--- src/rtl/core/rnnc_pkg.sv ---
// ----------------------------------------------------------------------------
// rnnc_pkg: shared definitions of the recurrent cell block
// Types, codes, default sizes and the tanh table used across the block.
// ----------------------------------------------------------------------------
`default_nettype none

package rnnc_pkg;

	localparam int HIDDEN_DEF      = 128;
	localparam int VOCAB_MAX_DEF   = 64;
	localparam int WEIGHT_BITS_DEF = 16;

	localparam logic [1:0] OP_WRITE = 2'd0;
	localparam logic [1:0] OP_STEP  = 2'd1;
	localparam logic [1:0] OP_CLEAR = 2'd2;

	localparam logic [2:0] SEL_INPUT  = 3'd0;
	localparam logic [2:0] SEL_RECUR  = 3'd1;
	localparam logic [2:0] SEL_OUTPUT = 3'd2;
	localparam logic [2:0] SEL_HBIAS  = 3'd3;
	localparam logic [2:0] SEL_OBIAS  = 3'd4;

	localparam logic [14:0] TANH_TAB [33] = '{
		15'd0,     15'd8026,  15'd15143, 15'd20813, 15'd24956, 15'd27797,
		15'd29660, 15'd30847, 15'd31589, 15'd32048, 15'd32329, 15'd32501,
		15'd32606, 15'd32670, 15'd32708, 15'd32732, 15'd32746, 15'd32755,
		15'd32760, 15'd32763, 15'd32765, 15'd32766, 15'd32767, 15'd32767,
		15'd32767, 15'd32767, 15'd32767, 15'd32767, 15'd32767, 15'd32767,
		15'd32767, 15'd32767, 15'd32767
	};

	typedef enum logic [2:0] {
		ST_IDLE,
		ST_HID,
		ST_HWAIT,
		ST_OUT,
		ST_OWAIT
	} state_t;

	typedef struct packed {
		logic rotate;
		logic push;
		logic load;
		logic clear;
	} cell_ctl_t;

endpackage

`default_nettype wire

--- src/rtl/core/rnnc_tanh.sv ---
// ----------------------------------------------------------------------------
// rnnc_tanh: table tanh
// Two-stage Q4.12 to Q1.15 tanh by linear interpolation of a 33-entry table.
// ----------------------------------------------------------------------------
`default_nettype none

module rnnc_tanh (
	input  wire                 clk,
	input  wire                 arst_n,
	input  wire                 x_vld,
	input  wire  signed [15:0]  x,
	output logic                y_vld_q,
	output logic signed [15:0]  y_q
);

	logic [16:0] xs;
	logic [16:0] mag;
	logic [6:0]  ti;
	logic [4:0]  idx;
	logic [9:0]  f;
	logic        sat;
	logic [14:0] t0;
	logic [14:0] t1;
	logic [14:0] d;
	logic [24:0] prod;

	logic        vld_s1;
	logic        neg_s1;
	logic [14:0] base_s1;
	logic [24:0] prod_s1;
	logic [15:0] y;
	logic [15:0] frac;

	always_comb begin
		xs   = {x[15], x};
		mag  = x[15] ? (~xs + 17'd1) : xs;
		ti   = mag[16:10];
		f    = mag[9:0];
		sat  = (ti >= 7'd32);
		idx  = ti[4:0];
		t0   = rnnc_pkg::TANH_TAB[idx];
		t1   = rnnc_pkg::TANH_TAB[6'(idx) + 6'd1];
		d    = t1 - t0;
		prod = 25'(d) * 25'(f);
	end

	always_ff @(posedge clk or negedge arst_n) begin
		if (!arst_n) begin
			vld_s1  <= 1'b0;
			y_vld_q <= 1'b0;
		end else begin
			vld_s1  <= x_vld;
			y_vld_q <= vld_s1;
		end
	end

	always_ff @(posedge clk) begin
		neg_s1  <= x[15];
		base_s1 <= sat ? rnnc_pkg::TANH_TAB[32] : t0;
		prod_s1 <= sat ? '0 : prod;
	end

	always_comb begin
		frac = 16'((prod_s1 + 25'd512) >> 10);
		y    = 16'(base_s1) + frac;
	end

	always_ff @(posedge clk) begin
		y_q <= neg_s1 ? signed'(~y + 16'd1) : signed'(y);
	end

endmodule

`default_nettype wire

--- config.mk ---
export PLATFORM = sky130hd
export DESIGN_NAME = rnnc_tanh
export DESIGN_NICKNAME = d
export VERILOG_FILES = /design/src/rtl/core/rnnc_pkg.sv /design/src/rtl/core/rnnc_tanh.sv
export SDC_FILE = /design/constraint.sdc
export NUM_CORES = 1
export LEC_CHECK = 0
export BUFFER_PORTS_ARGS = -buffer_cell sky130_fd_sc_hd__buf_2
export CAP_MARGIN = 20
export CELL_PAD_IN_SITES_DETAIL_PLACEMENT = 0
export CELL_PAD_IN_SITES_GLOBAL_PLACEMENT = 2
export CORE_ASPECT_RATIO = 1.75
export CORE_MARGIN = 5
export CORE_UTILIZATION = 28
export DETAILED_ROUTE_END_ITERATION = 10
export HOLD_SLACK_MARGIN = 0.02
export PLACE_DENSITY = 0.59
export SLEW_MARGIN = 20
export SYNTH_ARGS = -nofsm -noshare
export SYNTH_HDL_FRONTEND = slang
export SYNTH_SLANG_ARGS = --single-unit
--- constraint.sdc ---
create_clock -name clk -period 8 [get_ports clk]
set_input_delay 0.8 -clock clk [delete_from_list [all_inputs] [get_ports clk]]
set_output_delay 0.8 -clock clk [all_outputs]
set_load 0.03 [all_outputs]
==> flow_metrics.tcl <==
set metrics [dict create \
    status "finished, violations left" \
    failed_checks "setup timing" \
    startpoint_type "input pin" \
    layout_common_cells "buf_4, nand2_1, nor2_1" \
    routed_wl_um 36600 \
    hold_class "input pin to asynchronous set/reset pin" \
    syn_to_final_growth_pct 43.5 \
    syn_area_um2 9240 \
    grt_pass1_vias 9976 \
    slowest_stage "or4_4" \
    fin_hold_ws_ns 0.266 \
    worstRegToRegCells 13 \
    insertion_delay_ns 0.30 \
    dp_hpwl_um 31400 \
    die_w_um 147 \
    antenna_found_initial 0 \
    syn_avg_cell_area_um2 8.16 \
    fillers 3387 \
    crit-reg2reg-launch "prod_s1[9]$_SDFF_PP0_" \
    final_common_cell "buf_4" \
    period_needed_ns 9.35 \
    maxCapViolCount 0 \
    finalNetCount 1662 \
    synth_cells 1132 \
    drive_gt1_share_pct 34.4 \
    viasPerCell 5.00 \
    cts_tree "done" \
    max_freq_mhz 107 \
    grt_pass1_wl_um 56200 \
    slew_headroom_pct 34.5 \
    ys_seq_area_share_pct 10.9 \
    io_buffers 35 \
    regToRegSetupSlack_ns 3.79 \
    yosys_warnings 0 \
    clkTransAtPathRegs_ns 0.07 \
    fin_crit_sh_pct 117 \
    crit_required_ns 8.14 \
    overflow 0 \
    r2r_end "y_q[14]$_DFF_P_" \
    grt_max_degree 21 \
    vias 9243 \
    layout_setup_ws_ns -1.35 \
    max_stage_delay_ns 0.56 \
    place_congestion 0.902 \
    fp.coreArea_um2 32800 \
    syn_nets 1352 \
    async_flop_share_pct 4.00 \
    synth_edf_count 0 \
    synth-seq-cells 50 \
    rsz0062_at_grt "true" \
    ys.flop_type "dfxtp_1" \
    start_util_pct 28.2 \
    timing_hold_violations_final 0 \
    worst-path-max-fanout 6 \
    rows 88 \
    numCtsBuffers 5 \
    skew_ns 0.00318 \
    antenna_left 0 \
    end_kind "register" \
    cts_root_buf "clkbuf_16" \
    diodes 0 \
    track_usage_pct 19.7 \
    critical_path.most_common_cell "fa_1" \
    drt-initial-drc-count 360 \
    arrival_ns 9.49 \
    setup_viol 16 \
    crit_type "input pin to register" \
    ctsHoldBuffers 0 \
    cts_max_path_buffers 2 \
    cts.sinks 50 \
    cts_max_level 2 \
    setup_tns_ns -18.63 \
    die_h_um 250 \
    synthDistinctLibCells 80 \
    final-max-slew-violation-count 0 \
    drc 0 \
    ios 36 \
    die_area_um2 36900 \
    tightest_slew_ns 0.956 \
    routedWlPerCell_um 19.8 \
    drt_first_pass_iters 4 \
    multi_input_area_um2 8430 \
    seq_area_um2 1010 \
]
[synthesized netlist by cell type, drive strengths merged (18+ instances only)]
library cell | number | area, um^2
clkbuf | 32 | 120
o21ai | 30 | 158
xnor2 | 52 | 463
a21oi | 53 | 265
ha | 98 | 1230
nor3 | 29 | 150
fa | 103 | 2060
a21o | 24 | 180
nor2 | 124 | 468
nand2 | 129 | 484
nand2b | 19 | 119
inv | 113 | 424
dfxtp | 48 | 961
xor2 | 36 | 323
and2 | 18 | 113
nand3 | 30 | 150
[state kept, by name (all words and copies together) (netlist names)]
register,cells
prod_s1,16
y_q,16
base_s1,15
neg_s1,1
vld_s1,1
y_vld_q,1
[through the flow]
stage	utilization, %	instance area [um^2]	std cells	worst slack [ns]
6_report	40.4	13300	1848	-1.35
5_1_grt	40.4	13300	1848	-1.69
4_1_cts	39.4	12900	1831	-1.34
3_5_place_dp	36.6	12000	1793	-1.98
3_3_place_gp	36.6	12000	1793	-1.92
2_1_floorplan	-	9520	1132	-1.74
[worst max path at each step]
stage / start / end / slack, ns / cells past startpoint
3_3_place_gp: x[0] / prod_s1[23]$_SDFF_PP0_ / -1.92 / 38
5_1_grt: x[7] / prod_s1[21]$_SDFF_PP0_ / -1.69 / 40
3_5_place_dp: x[0] / prod_s1[21]$_SDFF_PP0_ / -1.98 / 39
4_1_cts: x[7] / prod_s1[21]$_SDFF_PP0_ / -1.34 / 41
6_report: x[7] / prod_s1[21]$_SDFF_PP0_ / -1.35 / 39
2_1_floorplan: x[0] / prod_s1[21]$_SDFF_PP0_ / -1.74 / 44
[area by class of cell]
type                       count  share of cell area (%)
tap                          405                    3.82
inverter                     114                    3.28
clock inverter                 3                   0.217
sequential                    50                    7.62
multi-input combinational    924                    63.6
timing repair buffer         347                    20.5
clock buffer                   5                   0.943
[worst max-delay path: cells and delay by family]
kind | cells | cell delay (ns)
compound gates | 14 | 2.94
xor+xnor | 2 | 0.40
fa+ha+maj | 9 | 3.47
buf+inv | 8 | 0.74
mux | 1 | 0.12
simple gates | 5 | 0.99
[cells by family (layout without fill, tap and decap cells)]
kind of cell               Yosys count  count (layout)  share of synthesized area, %
adders and majority gates          201             201                          35.6
muxes                                7               7                         0.785
xor gates and xnor gates            88              88                          8.50
and+or+nand+nor                    405             405                          20.4
DFF                                 50              50                          10.9
AOI/OAI and AO/OA                  223             223                          17.2
buffers and inverters              158             469                          6.64
[routing by layer]
layer  routed length [um]  GRT usage (%)  up-vias
met5                    0              0        -
li1                     -              -     4471
met2                21500           41.2      179
met4                 2410           11.3        0
met3                  534          0.652       80
met1                12200           18.4     4513
[timing repair]
action,in CTS,in global routing
gates resized for setup,103,46
setup buffers,32,16
endpoints found under the hold margin,0,0
pin swaps,72,48
endpoints found under the setup margin,16,16
gates cloned,1,1
Power is not shown: default switching activity piles up to over one toggle a cycle in this logic, so the estimate is an artifact.
