<file path="src/rtl/core/rnnc_pkg.sv">
// ----------------------------------------------------------------------------
// rnnc_pkg: shared definitions of the recurrent cell block
// Types, codes, default sizes and the tanh table used across the block.
// ----------------------------------------------------------------------------
`default_nettype none

package rnnc_pkg;

	localparam int HIDDEN_DEF      = 128;
	localparam int VOCAB_MAX_DEF   = 64;
	localparam int WEIGHT_BITS_DEF = 16;

	localparam logic [1:0] OP_WRITE = 2'd0;
	localparam logic [1:0] OP_STEP  = 2'd1;
	localparam logic [1:0] OP_CLEAR = 2'd2;

	localparam logic [2:0] SEL_INPUT  = 3'd0;
	localparam logic [2:0] SEL_RECUR  = 3'd1;
	localparam logic [2:0] SEL_OUTPUT = 3'd2;
	localparam logic [2:0] SEL_HBIAS  = 3'd3;
	localparam logic [2:0] SEL_OBIAS  = 3'd4;

	localparam logic [14:0] TANH_TAB [33] = '{
		15'd0,     15'd8026,  15'd15143, 15'd20813, 15'd24956, 15'd27797,
		15'd29660, 15'd30847, 15'd31589, 15'd32048, 15'd32329, 15'd32501,
		15'd32606, 15'd32670, 15'd32708, 15'd32732, 15'd32746, 15'd32755,
		15'd32760, 15'd32763, 15'd32765, 15'd32766, 15'd32767, 15'd32767,
		15'd32767, 15'd32767, 15'd32767, 15'd32767, 15'd32767, 15'd32767,
		15'd32767, 15'd32767, 15'd32767
	};

	typedef enum logic [2:0] {
		ST_IDLE,
		ST_HID,
		ST_HWAIT,
		ST_OUT,
		ST_OWAIT
	} state_t;

	typedef struct packed {
		logic rotate;
		logic push;
		logic load;
		logic clear;
	} cell_ctl_t;

endpackage

`default_nettype wire

</file>
<file path="src/rtl/core/rnnc_cell.sv">
// ----------------------------------------------------------------------------
// rnnc_cell: one link of the hidden state chain
// Holds one hidden value and one value of the new hidden vector.
// ----------------------------------------------------------------------------
`default_nettype none

module rnnc_cell (
	input  wire                  clk,
	input  wire                  arst_n,
	input  wire rnnc_pkg::cell_ctl_t ctl,
	input  wire  signed [15:0]   h_nb,
	input  wire  signed [15:0]   s_nb,
	output logic signed [15:0]   h_q,
	output logic signed [15:0]   s_q
);

	always_ff @(posedge clk or negedge arst_n) begin
		if (!arst_n) begin
			h_q <= '0;
		end else if (ctl.clear) begin
			h_q <= '0;
		end else if (ctl.load) begin
			h_q <= s_q;
		end else if (ctl.rotate) begin
			h_q <= h_nb;
		end
	end

	always_ff @(posedge clk) begin
		if (ctl.push) begin
			s_q <= s_nb;
		end
	end

endmodule

`default_nettype wire

</file>
<file path="config.mk">
export PLATFORM = sky130hd
export DESIGN_NAME = rnnc_cell
export DESIGN_NICKNAME = d
export VERILOG_FILES = /design/src/rtl/core/rnnc_pkg.sv /design/src/rtl/core/rnnc_cell.sv
export SDC_FILE = /design/constraint.sdc
export NUM_CORES = 1
export LEC_CHECK = 0
export BUFFER_PORTS_ARGS = -buffer_cell sky130_fd_sc_hd__buf_2
export CORE_ASPECT_RATIO = 0.6
export CORE_MARGIN = 3
export CORE_UTILIZATION = 30
export DETAILED_ROUTE_END_ITERATION = 16
export GPL_TIMING_DRIVEN = 0
export PLACE_DENSITY = 0.6
export SLEW_MARGIN = 15
export SYNTH_ARGS = -nofsm -noshare
export SYNTH_HDL_FRONTEND = slang
export SYNTH_SLANG_ARGS = --single-unit
</file>
<file path="constraint.sdc">
create_clock -name clk -period 0.95 [get_ports clk]
set_input_delay 0 -clock clk [delete_from_list [all_inputs] [get_ports clk]]
set_output_delay 0 -clock clk [all_outputs]
set_load 0.03 [all_outputs]
</file>
==> out/metrics.cfg, run 1 <==
[outcome]
status = complete, no violations

[power_and_ir_drop]
pwr-share-seq_pct = 47.6
switching_power_w = 0.000924
internal-power_w = 0.00251
powerDensity_mw_per_mm2 = 1670
swShare_pct = 26.9
power.leakage_nw = 0.951
power.share.clock_pct = 32.2
p_comb_share_pct = 20.2
vdd_drop_max_mv = 0.923

[worst_setup_path]
cpPeakStageDelay_ns = 0.42
crit_path_start_kind = register
crit_path_max_fanout = 2
required_ns = 0.95
cp.arrival_ns = 0.90
worstSetupEndpointType = primary output
crit_buf_inv = 1
critical-path-top-delay-family = flip-flops
worstSetupPathType = reg -> out
r2r_slack_ns = 0.12
worstPathCellList = buf_2
critPathSlowestCell = edfxtp_1

[logic_synthesis]
ys.flop_type = edfxtp_1
synth_top_family_by_area = compound AO/OA/AOI/OAI gates
ys_seq_area_share_pct = 64.5
netlist_area_mm2 = 0.00137
syn_nets = 125
synthMuxAreaShare_pct = 11.7
syn_avg_cell_area_um2 = 15.7
synth-edff-count = 16
synth.top_cell.area_share_pct = 35.2
async_flop_share_pct = 50.0
syn_inst = 87
synth_xor_xnor_area_share_pct = 0
synth-seq-cells = 32
yosys.area.top_type = edfxtp_1
synthAdderAreaFrac_pct = 0
synth.top_cells.by_count = dfrtp_1, edfxtp_1, mux2i_1, nor2b_1, a211oi_2
ys.warnings.count = 0
synth_simple_gate_area_share_pct = 7.33
netlist_top_cells_area = edfxtp_1, dfrtp_1, mux2i_1
synth.distinct_cells = 13
synth_compound_area_share_pct = 12.5

[layout]
drive_gt1_share_pct = 49.2
finalNetCount = 216
fill_cells = 404
area_delta_synth_final_pct = 50.0
fin_cells = 239
num_antenna_cells = 0

[placed_design]
dp_cells = 214
gp_congestion = 0.713
dp_hpwl_um = 2600
port-buffer-count = 67

[min_path]
hold_path.class = in -> reg

[cts]
clk_latency_ns = 0.27
cts_buffer_depth = 2
cts_made_buffers = 5
cts-root-buf = clkbuf_8
cts.sinks = 32
htree_levels = 2
post_cts_buffers = 0
clkTransAtPathRegs_ns = 0.07
cts_tree = yes

[die]
rows = 18
dieArea_mm2 = 0.00543
io_pins = 70
die_h_um = 58.3
start_util_pct = 32.3
die_width_um = 93.1
core_mm2 = 0.00423

[global_route]
gr-usage-all-layers_pct = 13.0
overflow = 0
grt_pass1_wl_um = 5260
grt_pass1_vias = 1069
grt_max_degree = 17
antenna_found_initial = 0

[timing]
post-route-period-util_pct = 94.4
min_period_ns = 0.897
fmax_ghz = 1.12
rsz0062_at_grt = no
hold_viol = 0
setup_tns_ns = 0
worstMarginPinSlew_ns = 0.354
setup_viol = 0
skew_ns = 0.00763
slew_headroom_pct = 76.4
drv_slew = 0

[drt]
routed_wl_um = 3240
via_per_inst = 4.10
drt-initial-drc-count = 33
drt_pre_antenna_iters = 4
routedWlPerCell_um = 13.5
drc = 0
via_count = 979
antenna_left = 0

[job]
cap_violations = 0

==> routing by layer <==
metal / wire length (um) / global-route usage (%) / up-vias
li1: - / - / 500
met1: 1610 / 17.6 / 440
met2: 1400 / 19.7 / 39
met3: 224 / 4.54 / 0
met4: 0 / 4.38 / 0
met5: 0 / 0 / -
==> sequential cells by signal, summed over array words and instances (netlist names) <==
signal / flops
s_q: 16
h_q: 16
==> placed cells by master (no fill, tap or decap) <==
cell type / netlist / layout
mux2i_1: 16 / 16
clkbuf_1: 1 / 2
buf_4: 1 / 2
buf_1: 1 / 1
a211oi_1: 6 / 6
buf_12: 1 / 1
a211oi_2: 10 / 10
dfrtp_1: 16 / 16
buf_2: 1 / 67
clkbuf_8: 0 / 7
dlygate4sd3_1: 0 / 17
buf_6: 1 / 1
edfxtp_1: 16 / 16
nor2b_1: 16 / 16
inv_1: 1 / 1
==> cell families after synthesis <==
family          Yosys count
buf+inv                   7
compound gates           16
simple gates             16
mux                      16
flops                    32
==> cell type report <==
type / count / area (um2) / area share [%]
Sequential cell: 32 / 881 / 43.0
Timing Repair Buffer: 84 / 508 / 24.8
Multi-Input combinational cell: 48 / 430 / 21.0
Clock buffer: 8 / 100 / 4.88
Tap cell: 60 / 75.1 / 3.66
Buffer: 6 / 51.3 / 2.50
Inverter: 1 / 3.75 / 0.183
==> worst paths after layout <==
check | cells past startpoint | endpoint | from
max | 1 | s_q[7] | s_q[7]$_DFFE_PP_
min | 3 | h_q[2]$_DFFE_PN0P_ | h_nb[2]
max reg2reg | 2 | h_q[7]$_DFFE_PN0P_ | s_q[7]$_DFFE_PP_
min reg2reg | 2 | h_q[2]$_DFFE_PN0P_ | s_q[2]$_DFFE_PP_
max in group asynchronous | 2 | h_q[13]$_DFFE_PN0P_ | arst_n
min in group asynchronous | 2 | h_q[1]$_DFFE_PN0P_ | arst_n
==> metrics by stage <==
step	hold slack, ns	cell area [um2]	power [W]	utilization [%]	setup WS [ns]
2_1_floorplan	-0.296	1370	0.00206	-	0.0444
3_3_place_gp	-0.0755	1780	0.00230	42.0	0.115
3_5_place_dp	-0.0710	1780	0.00231	42.0	0.104
4_1_cts	0.0627	2050	0.00348	48.3	0.0222
5_1_grt	0.0878	2050	0.00360	48.4	0.00481
6_report	0.0796	2050	0.00343	48.4	0.0534
==> timing repair <==
item                                   in CTS  in global routing
gates resized for setup                     0                  2
endpoints found under the hold margin      32                  0
hold buffers                               17                  0
setup endpoints to repair                   0                  1
==> worst min-delay path: stages <==
cell      delay [ns]
buf_2           0.10
mux2i_1         0.13
a211oi_1        0.09
==> power by group through the flow <==
| stage | logic, W | registers [W] | clock network (W) |
|---|---|---|---|
| global placement | 0.000640 | 0.00166 | 0 |
| global route | 0.000744 | 0.00165 | 0.00121 |
| finish | 0.000692 | 0.00164 | 0.00110 |
| CTS | 0.000699 | 0.00164 | 0.00114 |
| detailed placement | 0.000644 | 0.00167 | 0 |
| floorplan | 0.000183 | 0.00187 | 0 |
Power figures use the tool's default switching activity.
==> inputs of run 2 (changes only) <==
--- a/config.mk
+++ b/config.mk
@@ -12,6 +12,8 @@
 export DETAILED_ROUTE_END_ITERATION = 16
 export GPL_TIMING_DRIVEN = 0
 export PLACE_DENSITY = 0.6
+export RECOVER_POWER = 100
+export REMOVE_ABC_BUFFERS = 1
 export SLEW_MARGIN = 15
 export SYNTH_ARGS = -nofsm -noshare
 export SYNTH_HDL_FRONTEND = slang
==> constraint.sdc (replaced) <==
create_clock -name clk -period 1.1 [get_ports clk]
set_input_delay 0 -clock clk [delete_from_list [all_inputs] [get_ports clk]]
set_output_delay 0 -clock clk [all_outputs]
set_load 0.03 [all_outputs]
==> run 2 against run 1 <==
Non-clock buffer count shrank 4. Cell count shrank 1.7%. Register-to-register slack gained 0.18 ns. First-iteration DRC count grew 9.1%. Hold slack lost 0.017 ns. Total power shrank 19%. Utilization shrank 3.4 points. Clock skew shrank 0.0056 ns. Clock power shrank 24%. Critical path type unchanged. Critical endpoint is now s_q[5]. Largest power group unchanged.
==> out/metrics.cfg, run 2 (synthesis gave the netlist of run 1 again) <==
[layout]
final_common_cell = buf_2  ; unchanged
final_cell_mix = buf_2, clkbuf_1, dlygate4sd3_1  ; was buf_2, dlygate4sd3_1
num_antenna_cells = 0  ; unchanged
reg.largest.list = h_q: 16 flops, s_q: 16 flops  ; unchanged
area_delta_synth_final_pct = 39.4  ; was 50.0%
drive_gt1_share_pct = 26.3  ; was 49.2%
fin_cells = 235  ; was 239
finalNetCount = 212  ; was 216

[drt]
drc = 0  ; unchanged
antenna_left = 0  ; unchanged
via_count = 1023  ; was 979
drt_pre_antenna_iters = 4  ; unchanged
routed_wl_um = 3440  ; was 3240 um
via_per_inst = 4.35  ; was 4.10
drt-initial-drc-count = 36  ; was 33
routedWlPerCell_um = 14.6  ; was 13.5 um

[die]
core_mm2 = 0.00423  ; unchanged
dieArea_mm2 = 0.00543  ; unchanged
start_util_pct = 32.3  ; unchanged
die_h_um = 58.3  ; unchanged
io_pins = 70  ; unchanged
die_width_um = 93.1  ; unchanged
rows = 18  ; unchanged

[timing]
fmax_ghz = 1.04
worstMarginPinSlew_ns = 0.925  ; was 0.354 ns
drv_slew = 0  ; unchanged
slew_headroom_pct = 38.3  ; was 76.4%
setup_tns_ns = 0  ; unchanged
min_period_ns = 0.958
setup_viol = 0  ; unchanged
hold_viol = 0  ; unchanged
skew_ns = 0.00201  ; was 0.00763 ns
post-route-period-util_pct = 87.1
rsz0062_at_grt = no  ; unchanged

[outcome]
status = complete, no violations  ; unchanged

[global_route]
overflow = 0  ; unchanged
grt_use_met2_pct = 20.0  ; was 19.7%
met1_usage_pct = 17.7  ; was 17.6%
globalRouteMet3Util_pct = 6.10  ; was 4.54%
grt_pass1_wl_um = 5380  ; was 5260 um
grt.busiest_layer = met2  ; unchanged
antenna_found_initial = 0  ; unchanged
grt_max_degree = 18  ; was 17
gr-usage-all-layers_pct = 13.5  ; was 13.0%
grt_pass1_vias = 1106  ; was 1069

[cts]
clk_latency_ns = 0.27  ; about the same
clkTransAtPathRegs_ns = 0.07  ; about the same
htree_levels = 2  ; unchanged
cts_resized = 0  ; unchanged
cts-root-buf = clkbuf_8  ; unchanged
cts_buffer_depth = 2  ; unchanged
cts.sinks = 32  ; unchanged
cts_tree = yes  ; unchanged
cts_made_buffers = 5  ; unchanged
post_cts_buffers = 0  ; unchanged

[worst_setup_path]
crit_path_max_fanout = 2  ; unchanged
required_ns = 1.10  ; was 0.95 ns
worstPathCellList = clkbuf_1  ; was buf_2
critical-path-top-delay-family = flip-flops  ; unchanged
crit_path_start_kind = register  ; unchanged
cp.arrival_ns = 0.96  ; was 0.90 ns
cpPeakStageDelay_ns = 0.36  ; was 0.42 ns
r2r_start = h_q[12]$_DFFE_PN0P_  ; was s_q[7]$_DFFE_PP_
worstSetupEndpointType = primary output  ; unchanged
worstSetupPathType = reg -> out  ; unchanged
cp-startpoint = s_q[5]$_DFFE_PP_  ; was s_q[7]$_DFFE_PP_
critPathSlowestCell = edfxtp_1  ; unchanged
crit_buf_inv = 1  ; unchanged

[power_and_ir_drop]
power.leakage_nw = 0.819  ; was 0.951 nW
powerDensity_mw_per_mm2 = 1470  ; was 1670 mW/mm2
vdd_drop_max_mv = 0.731  ; was 0.923 mV

[placed_design]
dp_cells = 210  ; was 214
port-buffer-count = 69  ; was 67
gp_congestion = 0.664  ; was 0.713

[min_path]
hold_path.class = in -> reg  ; unchanged
min_from = h_nb[4]  ; was h_nb[2]

[job]
cap_violations = 0  ; unchanged

## run 2: final cells by class
class                      count  area (um2)
fill                         420        2330
sequential                    32         881
timing repair buffer          86         478
multi-input combinational     48         385
clock buffer                   7        76.3
tap                           60        75.1
clock inverter                 1        5.00
inverter                       1        3.75
## run 2: timing repair
action / CTS / global route
hold buffers: 17 / 0
setup endpoints to repair: 0 / 0
hold endpoints to repair: 32 / 0
## run 2: path summary, 6_finish.rpt
kind	to	slack (ns)	cells after the start
hold / removal	h_q[4]$_DFFE_PN0P_	0.06	3
hold reg to reg	h_q[0]$_DFFE_PN0P_	0.59	2
setup / recovery	s_q[5]	0.14	1
min in group asynchronous	h_q[2]$_DFFE_PN0P_	0.21	2
max in group asynchronous	h_q[13]$_DFFE_PN0P_	0.57	2
setup reg to reg	h_q[12]$_DFFE_PN0P_	0.30	2
## run 2: routing by layer
layer / vias to the layer above / part of all wire (%)
li1: 494 / -
met1: 473 / 48
met2: 54 / 42
met3: 2 / 10
met4: 0 / 0.35
met5: - / 0
## run 2: where the power goes
part	internal, W	leakage, nW	switching (W)
combinational	0.000187	0.414	0.000352
clock	0.000443	0.0422	0.000398
sequential	0.00136	0.362	0.0000497
## run 2: metrics by stage
stage	hold WS (ns)	instance area [um2]	setup WS [ns]	util, %	total power, W
floorplan	-0.296	1320	0.194	-	0.00174
global placement	-0.0502	1740	-0.0103	41.0	0.00196
detailed placement	-0.0444	1740	-0.0483	41.0	0.00198
CTS	0.0557	1990	0.216	46.9	0.00288
global route	0.0752	1900	0.0930	45.0	0.00294
finish	0.0623	1900	0.142	45.0	0.00279
==> inputs of run 3 (changes only) <==
--- a/config.mk
+++ b/config.mk
@@ -5,6 +5,7 @@
 export SDC_FILE = /design/constraint.sdc
 export NUM_CORES = 1
 export LEC_CHECK = 0
+export ABC_AREA = 1
 export BUFFER_PORTS_ARGS = -buffer_cell sky130_fd_sc_hd__buf_2
 export CORE_ASPECT_RATIO = 0.6
 export CORE_MARGIN = 3
==> constraint.sdc (replaced) <==
create_clock -name clk -period 1.1 [get_ports clk]
set_input_delay 0.055 -clock clk [delete_from_list [all_inputs] [get_ports clk]]
set_output_delay 0.055 -clock clk [all_outputs]
set_load 0.03 [all_outputs]
==> run 3 against run 2 <==
Routed wire length grew 5.8%. Utilization grew 1.2 points. Combinational power up 1%. Cell count rose by 21%. Highest routed layer unchanged. Clock skew grew 0.0020 ns. Critical endpoint is now h_q[14]. Worst setup slack lost 0.038 ns. First-iteration DRC count grew to 2.9 times the previous value. Sequential power hardly changed. Synthesized cell count is 59% higher. Design area grew 2.1%. Non-clock buffer count stayed put. Fmax shrank 3.8%.
==> out/metrics.cfg, run 3 <==
[outcome]
status = complete, no violations  ; unchanged

[cts]
cts_resized = 0  ; unchanged
cts_made_buffers = 5  ; unchanged
cts-root-buf = clkbuf_8  ; unchanged
post_cts_buffers = 0  ; unchanged
cts_buffer_depth = 2  ; unchanged
cts_tree = yes  ; unchanged
clk_latency_ns = 0.27  ; about the same
htree_levels = 2  ; unchanged
clkTransAtPathRegs_ns = 0.06  ; was 0.07 ns
cts.sinks = 32  ; unchanged

[power_and_ir_drop]
swShare_pct = 28.9  ; was 28.7%
p_comb_share_pct = 19.7  ; was 19.3%
power.leakage_nw = 1.01  ; was 0.819 nW
switching_power_w = 0.000801  ; was 0.000800 W
vdd_drop_max_mv = 0.830  ; was 0.731 mV
power.share.clock_pct = 29.5  ; was 30.1%
pwr-share-seq_pct = 50.8  ; was 50.5%
powerDensity_mw_per_mm2 = 1430  ; was 1470 mW/mm2
internal-power_w = 0.00197  ; was 0.00199 W

[global_route]
grt_max_degree = 19  ; was 18
grt_pass1_vias = 1171  ; was 1106
antenna_found_initial = 0  ; unchanged
grt_pass1_wl_um = 5830  ; was 5380 um
gr-usage-all-layers_pct = 14.2  ; was 13.5%
overflow = 0  ; unchanged

[logic_synthesis]
netlist_top_cells_area = edfxtp_1, dfrtp_1, nand2_1  ; was edfxtp_1, dfrtp_1, mux2i_1
syn_inst = 138  ; was 87
yosys.area.top_type = edfxtp_1  ; unchanged
synth.distinct_cells = 11  ; was 13
syn_avg_cell_area_um2 = 9.78  ; was 15.7 um2
synth.top_cell.area_share_pct = 35.6  ; was 35.2%
ys.flop_type = edfxtp_1  ; unchanged
synth.top_cells.by_count = nand2_1, dfrtp_1, edfxtp_1, nand3_1, buf_4  ; was dfrtp_1, edfxtp_1, mux2i_1, nor2b_1, a211oi_2
synth-edff-count = 16  ; unchanged
async_flop_share_pct = 50.0  ; unchanged
ys_seq_area_share_pct = 65.2  ; was 64.5%
synth.most_common_cell = nand2_1
synth-seq-cells = 32  ; unchanged
netlist_area_mm2 = 0.00135  ; was 0.00137 mm2
ys.warnings.count = 0  ; unchanged

[drt]
antenna_left = 0  ; unchanged
drt-initial-drc-count = 104  ; was 36
via_count = 1160  ; was 1023
via_per_inst = 4.07  ; was 4.35
drc = 0  ; unchanged
drt_pre_antenna_iters = 4  ; unchanged
routedWlPerCell_um = 12.8  ; was 14.6 um
routed_wl_um = 3640  ; was 3440 um

[timing]
skew_ns = 0.00400  ; was 0.00201 ns
setup_tns_ns = 0  ; unchanged
setup_viol = 0  ; unchanged
post-route-period-util_pct = 90.6  ; was 87.1%
worstMarginPinSlew_ns = 0.824  ; was 0.925 ns
slew_headroom_pct = 45.1  ; was 38.3%
drv_slew = 0  ; unchanged
fmax_ghz = 1.00  ; was 1.04 GHz
hold_viol = 0  ; unchanged
min_period_ns = 0.996  ; was 0.958 ns
rsz0062_at_grt = no  ; unchanged

[die]
rows = 18  ; unchanged
io_pins = 70  ; unchanged
die_width_um = 92.6  ; was 93.1 um
start_util_pct = 32.1  ; was 32.3%
core_mm2 = 0.00421  ; was 0.00423 mm2
die_h_um = 58.0  ; was 58.3 um
dieArea_mm2 = 0.00537  ; was 0.00543 mm2

[layout]
final_common_cell = nand2_1  ; was buf_2
num_antenna_cells = 0  ; unchanged
fin_cells = 285  ; was 235
drive_gt1_share_pct = 29.3  ; was 26.3%
finalNetCount = 263  ; was 212
area_delta_synth_final_pct = 44.0  ; was 39.4%
reg.largest.list = h_q: 16 flops, s_q: 16 flops  ; unchanged
final_cell_mix = nand2_1, buf_2, clkbuf_2, dlygate4sd3_1  ; was buf_2, clkbuf_1, dlygate4sd3_1

[worst_setup_path]
r2r-end = h_q[14]$_DFFE_PN0P_  ; was h_q[12]$_DFFE_PN0P_
critPathSlowestCell = dfrtp_1  ; was edfxtp_1
r2r_slack_ns = 0.30  ; about the same
r2r_cells = 4  ; was 2
critical-path-top-delay-family = flip-flops  ; unchanged
crit_buf_inv = 1  ; unchanged
crit_path_start_kind = register  ; unchanged
worstSetupPathType = reg -> out  ; unchanged
worstPathCellList = clkbuf_1  ; unchanged
r2r_start = s_q[14]$_DFFE_PP_  ; was h_q[12]$_DFFE_PN0P_
crit_path_max_fanout = 2  ; unchanged
required_ns = 1.04  ; was 1.10 ns
cp.arrival_ns = 0.94  ; was 0.96 ns
worstSetupEndpointType = primary output  ; unchanged
cpPeakStageDelay_ns = 0.36  ; about the same

[placed_design]
gp_congestion = 0.712  ; was 0.664
port-buffer-count = 69  ; unchanged
dp_cells = 261  ; was 210

[job]
cap_violations = 0  ; unchanged

[min_path]
min_from = h_nb[7]  ; was h_nb[4]
hold_depth = 5  ; was 3
hold_path.class = in -> reg  ; unchanged
holdPathEnd = h_q[7]$_DFFE_PN0P_  ; was h_q[4]$_DFFE_PN0P_

-- run 3: changes by cell type in the layout (fill, tap and decap cells not counted), sizes merged, moves of 4 or more --
cell	change
a211oi	-16
buf	-4
clkbuf	+4
mux2i	-16
nand2	+80
nand3	+16
nor2b	-16
-- run 3: metal layers --
layer  vias to the layer above  global-route usage, %  routed length [um]
met3                         4                   6.87                 389
met1                       494                   19.6                1780
met2                        52                   19.6                1450
li1                        610                      -                   -
met4                         0                   4.44                  21
met5                         -                      0                   0
-- run 3: per-stage QoR --
stage | util, % | hold slack, ns | total power, W | cell area [um2] | setup WS, ns
after floorplan | - | -0.241 | 0.00172 | 1300 | 0.221
after global placement | 40.8 | -0.0176 | 0.00194 | 1720 | 0.0203
after detailed placement | 40.8 | -0.0173 | 0.00194 | 1720 | 0.0305
after CTS | 46.7 | 0.0668 | 0.00280 | 1970 | 0.156
after global routing | 46.2 | 0.0921 | 0.00291 | 1940 | 0.0590
final | 46.2 | 0.0671 | 0.00277 | 1940 | 0.104
-- run 3: power by group through the flow --
stage               logic, W  registers (W)  clock network, W
floorplan           0.000110        0.00161                 0
global placement    0.000514        0.00143                 0
detailed placement  0.000514        0.00143                 0
CTS                 0.000561        0.00141          0.000831
global route        0.000600        0.00142          0.000885
finish              0.000546        0.00141          0.000818
-- run 3: kinds of logic (layout without fill, tap and decap cells) --
| group | Yosys count | count (layout) | share of synthesized area, % |
|---|---|---|---|
| buf+inv | 8 | 95 | 4.26 |
| flops | 32 | 32 | 65.2 |
| simple gates | 98 | 98 | 30.5 |
-- run 3: timing repair --
| item | CTS | global route |
|---|---|---|
| endpoints found under the setup margin | 0 | 0 |
| hold endpoints to repair | 32 | 0 |
| hold buffers | 17 | 0 |
-- run 3: layout make-up --
cell class	instances	area (um2)
Timing Repair Buffer	86	502
Multi-Input combinational cell	98	403
Inverter	2	7.51
Tap cell	60	75.1
Fill cell	417	2270
Clock buffer	7	76.3
Sequential cell	32	881
-- run 3: worst max-delay path by stage --
stage	startpoint	to	slack [ns]	cells after the start
floorplan	s_q[0]$_DFFE_PP_	h_q[0]$_DFFE_PN0P_	0.22	4
global placement	ctl[1]	h_q[10]$_DFFE_PN0P_	0.02	5
detailed placement	ctl[1]	h_q[14]$_DFFE_PN0P_	0.03	5
CTS	s_q[3]$_DFFE_PP_	s_q[3]	0.16	1
global route	h_q[8]$_DFFE_PN0P_	h_q[8]	0.06	1
finish	h_q[14]$_DFFE_PN0P_	h_q[14]	0.10	1
